<file path="src/hw/rtl/assert_macros.svh">
// ----------------------------------------------------------------------------
// Assertion macros
// Shared wrappers for concurrent assertions sampled on the rising clock edge.
// ----------------------------------------------------------------------------
`ifndef ASSERT_MACROS_SVH
`define ASSERT_MACROS_SVH

// Checked only while reset is low.
`define ASSERT_CLK(lbl, prop, msg) \
   lbl: assert property (@(posedge clock) disable iff (reset) (prop)) else $error(msg);

// Checked at every edge, reset included.
`define ASSERT_CLK_ALWAYS(lbl, prop, msg) \
   lbl: assert property (@(posedge clock) (prop)) else $error(msg);

`endif

</file>
<file path="src/hw/rtl/csbc_pkg.sv">
// ----------------------------------------------------------------------------
// Clock set button controller package
// Button codes, screen codes, mode encoding and time limits.
// ----------------------------------------------------------------------------
package csbc_pkg;

   // Button codes carried on the request opcode.
   localparam logic [1:0] OP_MODE   = 2'd0;
   localparam logic [1:0] OP_UP     = 2'd1;
   localparam logic [1:0] OP_DOWN   = 2'd2;
   localparam logic [1:0] OP_CHANGE = 2'd3;

   // Screen request codes.
   localparam logic [2:0] SCREEN_NONE     = 3'd0;
   localparam logic [2:0] SCREEN_HOME     = 3'd1;
   localparam logic [2:0] SCREEN_MENU     = 3'd2;
   localparam logic [2:0] SCREEN_SET_TIME = 3'd3;
   localparam logic [2:0] SCREEN_SET_ALRM = 3'd4;

   // Mode codes as reported on the response.
   localparam logic [1:0] MODE_CODE_HOME = 2'd0;
   localparam logic [1:0] MODE_CODE_MENU = 2'd1;
   localparam logic [1:0] MODE_CODE_SET  = 2'd2;

   localparam logic [15:0] DEBOUNCE_RESET = 16'd200;
   localparam logic [5:0]  MINUTE_MAX     = 6'd59;
   localparam logic [4:0]  HOUR_MAX       = 5'd23;

   typedef enum logic [2:0] {
      ST_IDLE_SCREEN = 3'b001,
      ST_SETUP_LIST  = 3'b010,
      ST_TIME_EDIT   = 3'b100
   } mode_type;

   function automatic logic [1:0] mode_code(input mode_type mode);
      logic [1:0] code;
      unique case (mode)
         ST_IDLE_SCREEN: code = MODE_CODE_HOME;
         ST_SETUP_LIST:  code = MODE_CODE_MENU;
         ST_TIME_EDIT:   code = MODE_CODE_SET;
         default:        code = MODE_CODE_HOME;
      endcase
      return code;
   endfunction

endpackage

</file>
<file path="src/hw/rtl/clock_set_button_controller.sv">
// ----------------------------------------------------------------------------
// Clock set button controller
// Path: an accepted request moves from the input register to the response register when the work stage advances.
// Throughput: one request per cycle unless stalled; the debounce subtract and compare is the longest path.
// Reset: synchronous, active high; mode home, time 00:00, press times zero, debounce 200.
// ----------------------------------------------------------------------------
module clock_set_button_controller (
   input  logic        clock,
   input  logic        reset,
   input  logic        req_valid,
   output logic        req_stall,
   input  logic [1:0]  req_opcode,
   input  logic [31:0] req_now_ms,
   output logic        rsp_valid,
   input  logic        rsp_stall,
   output logic        rsp_accepted,
   output logic [1:0]  rsp_mode_now,
   output logic        rsp_select_now,
   output logic [4:0]  rsp_hour_now,
   output logic [5:0]  rsp_minute_now,
   output logic [2:0]  rsp_screen_request,
   output logic        rsp_wake,
   input  logic        csr_write_enable,
   input  logic [15:0] csr_write_data
);
   import csbc_pkg::*;

   // The block is a two register pipeline. The input register captures a
   // request; while it holds it, the press is checked against its button's
   // lockout, and when it moves on the clock state is updated and the response
   // register is loaded. Since the state is read and written in that same cycle,
   // back-to-back requests always see the state left by the previous one.

   logic        in_valid_ff;
   logic [1:0]  in_opcode_ff;
   logic [31:0] in_now_ff;

   logic [15:0] debounce_ff;
   mode_type    mode_ff, mode_in;
   logic        select_ff, select_in;
   logic [4:0]  hour_ff, hour_in;
   logic [5:0]  minute_ff, minute_in;
   logic [31:0] last_ff [4];

   logic        out_valid_ff;
   logic        out_accepted_ff;
   logic [1:0]  out_mode_ff;
   logic        out_select_ff;
   logic [4:0]  out_hour_ff;
   logic [5:0]  out_minute_ff;
   logic [2:0]  out_screen_ff, screen_in;
   logic        out_wake_ff, wake_in;

   logic        advance;
   logic [31:0] elapsed;
   logic        pass;

   // The work stage moves when it holds a request and the response register
   // is empty or being drained. The input register is free whenever its
   // content moves on this cycle.
   assign advance   = in_valid_ff && (!out_valid_ff || !rsp_stall);
   assign req_stall = in_valid_ff && !advance;

   always_ff @(posedge clock) begin
      if (reset) begin
         in_valid_ff <= 1'b0;
      end else if (!req_stall) begin
         in_valid_ff <= req_valid;
      end
      if (!req_stall) begin
         in_opcode_ff <= req_opcode;
         in_now_ff    <= req_now_ms;
      end
   end

   // Debounce register; the user must write it only while the block is idle, which the block does not enforce.
   always_ff @(posedge clock) begin
      if (reset) begin
         debounce_ff <= DEBOUNCE_RESET;
      end else if (csr_write_enable) begin
         debounce_ff <= csr_write_data;
      end
   end

   // Lockout check: the wrapped time since the button's last accepted press
   // must be strictly larger than the debounce time.
   assign elapsed = in_now_ff - last_ff[in_opcode_ff];
   assign pass    = elapsed > {16'd0, debounce_ff};

   // Next state and the screen and wake flags for one press. A rejected
   // press leaves everything as it is and reports the current state.
   always_comb begin
      mode_in   = mode_ff;
      select_in = select_ff;
      hour_in   = hour_ff;
      minute_in = minute_ff;
      screen_in = SCREEN_NONE;
      wake_in   = 1'b0;
      if (pass) begin
         unique case (in_opcode_ff)
            OP_MODE: begin
               unique case (mode_ff)
                  ST_IDLE_SCREEN: begin
                     mode_in   = ST_SETUP_LIST;
                     screen_in = SCREEN_MENU;
                  end
                  ST_SETUP_LIST: begin
                     mode_in   = ST_TIME_EDIT;
                     screen_in = select_ff ? SCREEN_SET_ALRM : SCREEN_SET_TIME;
                  end
                  ST_TIME_EDIT: begin
                     mode_in   = ST_IDLE_SCREEN;
                     screen_in = SCREEN_HOME;
                  end
                  default: begin
                     mode_in   = mode_ff;
                     screen_in = SCREEN_NONE;
                  end
               endcase
            end
            OP_UP: begin
               wake_in = 1'b1;
               if (mode_ff == ST_TIME_EDIT) begin
                  if (!select_ff) begin
                     minute_in = (minute_ff >= MINUTE_MAX) ? 6'd0 : minute_ff + 6'd1;
                  end else begin
                     hour_in = (hour_ff >= HOUR_MAX) ? 5'd0 : hour_ff + 5'd1;
                  end
               end
            end
            OP_DOWN: begin
               wake_in = 1'b1;
               if (mode_ff == ST_TIME_EDIT) begin
                  if (!select_ff) begin
                     minute_in = (minute_ff == 6'd0 || minute_ff > MINUTE_MAX) ?
                                 MINUTE_MAX : minute_ff - 6'd1;
                  end else begin
                     hour_in = (hour_ff == 5'd0 || hour_ff > HOUR_MAX) ?
                               HOUR_MAX : hour_ff - 5'd1;
                  end
               end
            end
            OP_CHANGE: begin
               wake_in   = 1'b1;
               select_in = !select_ff;
            end
            default: begin
               wake_in = 1'b0;
            end
         endcase
      end
   end

   // Clock state and the per-button press times.
   always_ff @(posedge clock) begin
      if (reset) begin
         mode_ff   <= ST_IDLE_SCREEN;
         select_ff <= 1'b0;
         hour_ff   <= 5'd0;
         minute_ff <= 6'd0;
         for (int i = 0; i < 4; i++) begin
            last_ff[i] <= 32'd0;
         end
      end else if (advance) begin
         mode_ff   <= mode_in;
         select_ff <= select_in;
         hour_ff   <= hour_in;
         minute_ff <= minute_in;
         if (pass) begin
            last_ff[in_opcode_ff] <= in_now_ff;
         end
      end
   end

   // Response register. It holds its content while the consumer stalls.
   always_ff @(posedge clock) begin
      if (reset) begin
         out_valid_ff <= 1'b0;
      end else if (!out_valid_ff || !rsp_stall) begin
         out_valid_ff <= in_valid_ff;
      end
      if (advance) begin
         out_accepted_ff <= pass;
         out_mode_ff     <= mode_code(mode_in);
         out_select_ff   <= select_in;
         out_hour_ff     <= hour_in;
         out_minute_ff   <= minute_in;
         out_screen_ff   <= screen_in;
         out_wake_ff     <= wake_in;
      end
   end

   assign rsp_valid          = out_valid_ff;
   assign rsp_accepted       = out_accepted_ff;
   assign rsp_mode_now       = out_mode_ff;
   assign rsp_select_now     = out_select_ff;
   assign rsp_hour_now       = out_hour_ff;
   assign rsp_minute_now     = out_minute_ff;
   assign rsp_screen_request = out_screen_ff;
   assign rsp_wake           = out_wake_ff;

   // ------------------------------------------------------------------------
   // Assertions
   // ------------------------------------------------------------------------
`include "assert_macros.svh"

   // A screen request only comes from an accepted mode press, which never wakes.
   `ASSERT_CLK(a_screen_only_on_mode, (rsp_valid && rsp_screen_request != SCREEN_NONE) |-> (rsp_accepted && !rsp_wake), "screen request without an accepted mode press")

   // The stored time never leaves its range.
   `ASSERT_CLK(a_time_in_range, (hour_ff <= HOUR_MAX) && (minute_ff <= MINUTE_MAX), "hour or minute out of range")

   // A rejected press changes no state.
   `ASSERT_CLK(a_reject_keeps_state, (advance && !pass) |=> (mode_ff == $past(mode_ff) && select_ff == $past(select_ff) && hour_ff == $past(hour_ff) && minute_ff == $past(minute_ff)), "rejected press changed the state")

   // Nothing is presented right after a reset.
   `ASSERT_CLK_ALWAYS(a_quiet_after_reset, $past(reset) |-> !rsp_valid, "response valid after reset")

endmodule

</file>
<file path="config.mk">
export PLATFORM = sky130hd
export DESIGN_NAME = clock_set_button_controller
export DESIGN_NICKNAME = d
export VERILOG_FILES = /design/src/hw/rtl/csbc_pkg.sv /design/src/hw/rtl/clock_set_button_controller.sv
export VERILOG_INCLUDE_DIRS = /design/src /design/src/hw/rtl
export SDC_FILE = /design/constraint.sdc
export NUM_CORES = 1
export LEC_CHECK = 0
export BUFFER_PORTS_ARGS = -buffer_cell sky130_fd_sc_hd__buf_2
export CORE_MARGIN = 2
export CORE_UTILIZATION = 45
export DETAILED_ROUTE_END_ITERATION = 12
export HOLD_SLACK_MARGIN = 0.02
export SLEW_MARGIN = 20
export SYNTH_ARGS = -nofsm -noshare
export SYNTH_HDL_FRONTEND = slang
export SYNTH_SLANG_ARGS = --single-unit
</file>
<file path="constraint.sdc">
create_clock -name clock -period 8.3 [get_ports clock]
set_input_delay 1.66 -clock clock [delete_from_list [all_inputs] [get_ports clock]]
set_output_delay 1.66 -clock clock [all_outputs]
set_load 0.1 [all_outputs]
</file>
# Word level (Yosys, flattened, before mapping)
# Memories as Yosys holds them, arrays and structs flattened. A register that Yosys moved wholly into a read port is not among the register bits.
# Cells that the tools add are included.
# totals
register_bits	86
latch_bits	0
ram_bits	128
rom_bits	0
out_inout_bits	21
mem_count	1
# memory_table
name	words	width	rd	rd_ports_with_merged_regs	wr	line_no	text
last_ff	4	32	1	1	4	clock_set_button_controller.sv:43	logic [31:0] last_ff [4];
# classes
addsub	5
multipliers	0
div_mod_pow	0
n_lt_le_gt_ge	5
n_eq_ne	8
shift	0
n_mux	35
bitwise_logic	0
reduce_logical	15
# op_table
operator	n
$mux W6	7
$mux W5	7
$gt A32 B16 Y1	1
$mux W32	1
$reduce_or A32 Y1	1
$sub A32 B32 Y32	1
$pmux W3 S3	2
$pmux W6 S2	1
$mux W1	10
$pmux W5 S2	1
$mux W3	3
$add A6 B1 Y6 const B	1
$eq A3 B2 Y1 const B	2
$eq A3 B3 Y1 const B	2
$ge A6 B6 Y1 const B	1
$gt A6 B6 Y1 const B	1
$logic_not A6 Y1	1
$sub A6 B1 Y6 const B	1
$add A5 B1 Y5 const B	1
$ge A5 B5 Y1 const B	1
$gt A5 B5 Y1 const B	1
$logic_not A5 Y1	1
$sub A5 B1 Y5 const B	1
$eq A2 B2 Y1 const B	2
10 further kinds	17

# Depth between registers and ports, before layout
# logic_depth
word_depth	8
ltp_mapped	25
ltp_nobuf	21

# Worst setup path after synthesis
# Ideal clock, no wire load.
# synth_path
path_kind	flip-flop to flip-flop
startpoint	register with a tool-made name
endpoint	memory last_ff[0][0] (enable)
setup_time_ns	0.470
arrival_ns	6.923
t_required_ns	7.830
slack_ns	0.907
path_stages_with_launch	21
n_path_buf	2
cell_sequence	dfxtp_1 > buf_4 > clkbuf_1 > mux4_2 > ha_1 > fa_1 > nand2b_1 > a21oi_2 > o21ai_1 > o21bai_1 > xor2_1 > ha_1 > nand4_1 > nor4_1 > a21boi_0 > o31a_1 > a221o_1 > nor4_1 > nand4_2 > o21ai_2 > o31ai_1
# synth_lines
element	line_no
end, declared	clock_set_button_controller.sv:43

==> results.rst <==
.. list-table::
   :header-rows: 1

   * - Metric
     - Value
   * - Post-CTS setup buffer count
     - 0
   * - Time the final worst path needs with I/O delays and setup
     - 6.66 ns
   * - Synth Cell Area
     - about 12,000 um2
   * - Post_cts resized
     - 0
   * - EDFF count, synth
     - ~180
   * - Die span in y
     - between 150 and 200 um
   * - Number of buffers created by CTS
     - 25
   * - Post-synthesis cell type with the largest combined area
     - edfxtp_1
   * - Pins over their slew limit
     - 0
   * - Horizontal die dimension
     - about 170 um
   * - Proportion of layout cells with a drive suffix above 1
     - between 10% and 20%
   * - Total of endpoints with negative setup slack in the final report
     - 0
   * - Most numerous cell types in the synthesized netlist
     - 181 x edfxtp_1, 105 x and3_1, 74 x nor2_1
   * - Kind of path behind the tightest hold check
     - flop to flop
   * - Main synth FF type
     - edfxtp_1
   * - GRT Overall Usage
     - between 20 and 25%
   * - Post-Syn Instances
     - 1,109
   * - Number of filler instances in the final layout
     - around 2,400
   * - Number of instances in the placed design
     - approximately 1,500
   * - Most area-consuming cells after synthesis
     - edfxtp_1 44%, ha_1 5.8%, mux4_2 5.8%
   * - Hold slack
     - a little under 0.5 ns
   * - Number of optimization iterations in the first detailed-route pass
     - 4
   * - Post-DP HPWL
     - 22.7 mm
   * - Pin count of the biggest net entering global routing
     - 100
   * - Unrepaired setup endpoints after global routing
     - false
   * - Startpoint type of the worst setup path
     - flop
   * - Vias in the first global route
     - approximately 8,700
   * - Clock root cell
     - clkbuf_16
   * - Latest clock arrival within the worst-skew pair
     - 0.53 ns
   * - Outcome
     - finished clean
   * - Mean area per synthesized cell
     - 11.2 um2
   * - Peak fanout along the critical path
     - 21
   * - Hold Fails Final Rpt
     - 0
   * - Initial antenna violation count
     - 0
   * - Count of hold buffers inserted by post-cts repair
     - 0
   * - Die footprint
     - 29,000 um2
   * - Area share of xor/xnor cells in the synthesized design
     - between 1.5 and 2%
   * - Actual transition at the worst max-transition pin
     - 0.895 ns
   * - Number of top-level design ports
     - between 70 and 80
   * - Leakage Power
     - around 5.7 nW
   * - Buffer levels on the longest clock path
     - 3
   * - Synth cell types
     - 92
   * - Share of cell area taken by muxes after synthesis
     - 7.61%
   * - Data arrival time of the worst path
     - about 6.9 ns
   * - Per-cell via count in the routed design
     - slightly below 6
   * - Number of nets produced by synthesis
     - 1,223
   * - CTS tree
     - done
   * - Per-cell routed wire length
     - approximately 21 um
   * - Share of synthesized cell area in full adder, half adder and majority cells
     - under 10%
   * - Count of input and output buffers
     - 75
   * - Final GP Congestion
     - slightly below 1
   * - Dominant combinational cell family by area after synthesis
     - simple AND/OR/NAND/NOR gates
   * - Number of DRC markers after the initial detailed-route iteration
     - between 700 and 800
   * - Core Box Area
     - 27,100 um2
   * - Starting density of the core
     - between 40% and 50%
   * - GRT overflow
     - 0
   * - Final net count
     - between 1,000 and 1,500
   * - Crit path kind
     - flop to flop
   * - Top cell type's share of synthesized area
     - approximately 44%
   * - Post-route antenna net violation count
     - 0
   * - Required @ worst endpoint
     - around 8.6 ns
   * - Simple-gate share of the synthesized area
     - 17.2%
   * - # diodes
     - 0
   * - Most instantiated library cell after synthesis
     - edfxtp_1
   * - Vias post-DR
     - around 9,200
   * - Slowest cell on the critical path
     - o21ai_2
   * - Maximum level of the CTS H-tree
     - 1
   * - Row Count
     - 60
   * - Seq. cell area
     - approximately 6100 um2
   * - First-pass GRT wire length
     - about 50 mm
   * - Total power after layout
     - approximately 3 mW
   * - Total area of multi-input combinational cells
     - 5850 um2
   * - Max-Slew Margin vs Limit
     - 40.3%
   * - Maximum clock skew at final layout
     - approximately 0.017 ns
   * - Syn-to-layout area delta
     - 12.7%
   * - Largest stage delay, worst path
     - between 0.7 and 0.8 ns
   * - Worst voltage drop across the vdd grid
     - 0.155 mV
   * - Drt total wl
     - around 32 mm
   * - Count of placed standard cells in the final layout, fillers left out
     - ~1,600
   * - Maxcap violations
     - 0
   * - Fraction of the mapped netlist area in compound gates
     - approximately 14%
   * - Kind of capture point of the worst setup path
     - flop
   * - Clock transition time at the flip-flop clock pins of the worst setup and hold paths
     - around 0.060 ns
   * - Yosys reg bits
     - between 200 and 250
   * - Achievable Freq
     - about 150 MHz
   * - Cell area power density
     - 211 nW/um2
   * - Sink Count
     - 216
   * - Number of warnings issued by yosys
     - 0
   * - Setup TNS
     - 0 ns
   * - Final routed DRC violation total
     - 0
   * - Post-route clock period utilization
     - between 80% and 90%
   * - Cells along the critical path
     - mux4_2 -> ha_1 -> fa_1 -> nand2b_1 -> a21oi_2 -> o21ai_1 -> o21bai_1 -> xor2_1 -> ha_1 -> nand4_1 -> nor4_1 -> nand4_1 -> o31a_1 -> a221o_1 -> nor4_1 -> nand4_2 -> o21ai_2 -> nor2_1 -> o2bb2a_2
   * - Portion of the post-synthesis area used by sequential elements
     - between 40% and 50%
   * - Fraction of synthesis flops using an asynchronous set or reset pin
     - 0%
## worst max-delay path, delay by kind of cell, from the launching register on
kind                       cells  cell delay, ns
xor gates and xnor gates       1            0.13
AOI/OAI and AO/OA              7            2.27
adders and majority gates      3            0.92
and+or+nand+nor                7            1.70
DFF                            1            0.75
muxes                          1            0.64
## cell type report
type,count,share of cell area [%]
multi-input combinational,763,41.7
sequential,216,43.7
inverter,71,1.90
clock buffer,31,4.62
clock inverter,13,0.989
tap,372,3.32
timing repair buffer,94,3.78
## metal layers
layer  wire length (um)  vias up  global-route usage [%]
met5                  0        -                       0
met4                662        0                    5.20
met3               2690       47                    4.84
met2              14000      327                    33.3
met1              14900     4467                    33.7
li1                   -     4327                       -
## state kept, by name, indices dropped and copies added (netlist names), 2 cells and up, named ones only
| register | count |
|---|---|
| in_opcode_ff | 2 |
| in_now_ff | 32 |
| hour_ff | 5 |
| rsp_hour_now | 5 |
| minute_ff | 6 |
| mode_ff | 3 |
| rsp_minute_now | 6 |
| rsp_mode_now | 2 |
| rsp_screen_request | 3 |
| debounce_ff | 16 |
| last_ff | 128 |
## through the flow
| stage | setup slack [ns] | utilization [%] | area [um2] |
|---|---|---|---|
| 2_1_floorplan | 0.907 | - | 12500 |
| 3_3_place_gp | 1.78 | 48.9 | 13200 |
| 3_5_place_dp | 1.67 | 48.9 | 13200 |
| 4_1_cts | 1.63 | 51.8 | 14000 |
| 5_1_grt | 1.25 | 51.8 | 14000 |
| 6_report | 1.64 | 51.8 | 14000 |
## cell families after synthesis
| logic type | count (synthesis) |
|---|---|
| compound gates | 236 |
| xor+xnor | 23 |
| fa+ha+maj | 59 |
| buf+inv | 130 |
| flops | 216 |
| mux | 54 |
| simple gates | 391 |
## worst paths after layout
kind	endpoint	startpoint	slack, ns	depth (start not counted)
max	rsp_minute_now[1]	flop	1.64	19
min	debounce_ff[6]	debounce_ff[6]	0.49	2
max reg2reg	rsp_minute_now[1]	flop	1.64	19
min reg2reg	debounce_ff[6]	debounce_ff[6]	0.49	2
## power breakdown
group | internal [mW] | switching (mW)
Combinational | 0.226 | 0.397
Sequential | 1.23 | 0.0367
Clock | 0.644 | 0.431
Total | 2.10 | 0.864
## layout by cell type (no fill, tap or decap), types with 8 or more instances in the layout
master	n
a211oi_1	9
a21o_1	14
a21oi_1	47
and2_1	35
and3_1	105
buf_2	75
buf_4	18
clkbuf_16	25
dfxtp_1	34
edfxtp_1	181
ha_1	58
inv_1	69
mux2i_1	19
mux4_2	32
nand2_1	67
nand2b_1	10
nand3_1	14
nand4_1	17
nor2_1	71
nor2b_1	9
nor3_1	20
nor4_1	8
o21a_1	11
o21ai_0	30
o21ai_1	14
xnor2_1	14
xor2_1	9
(Power assumes the default switching activity.)
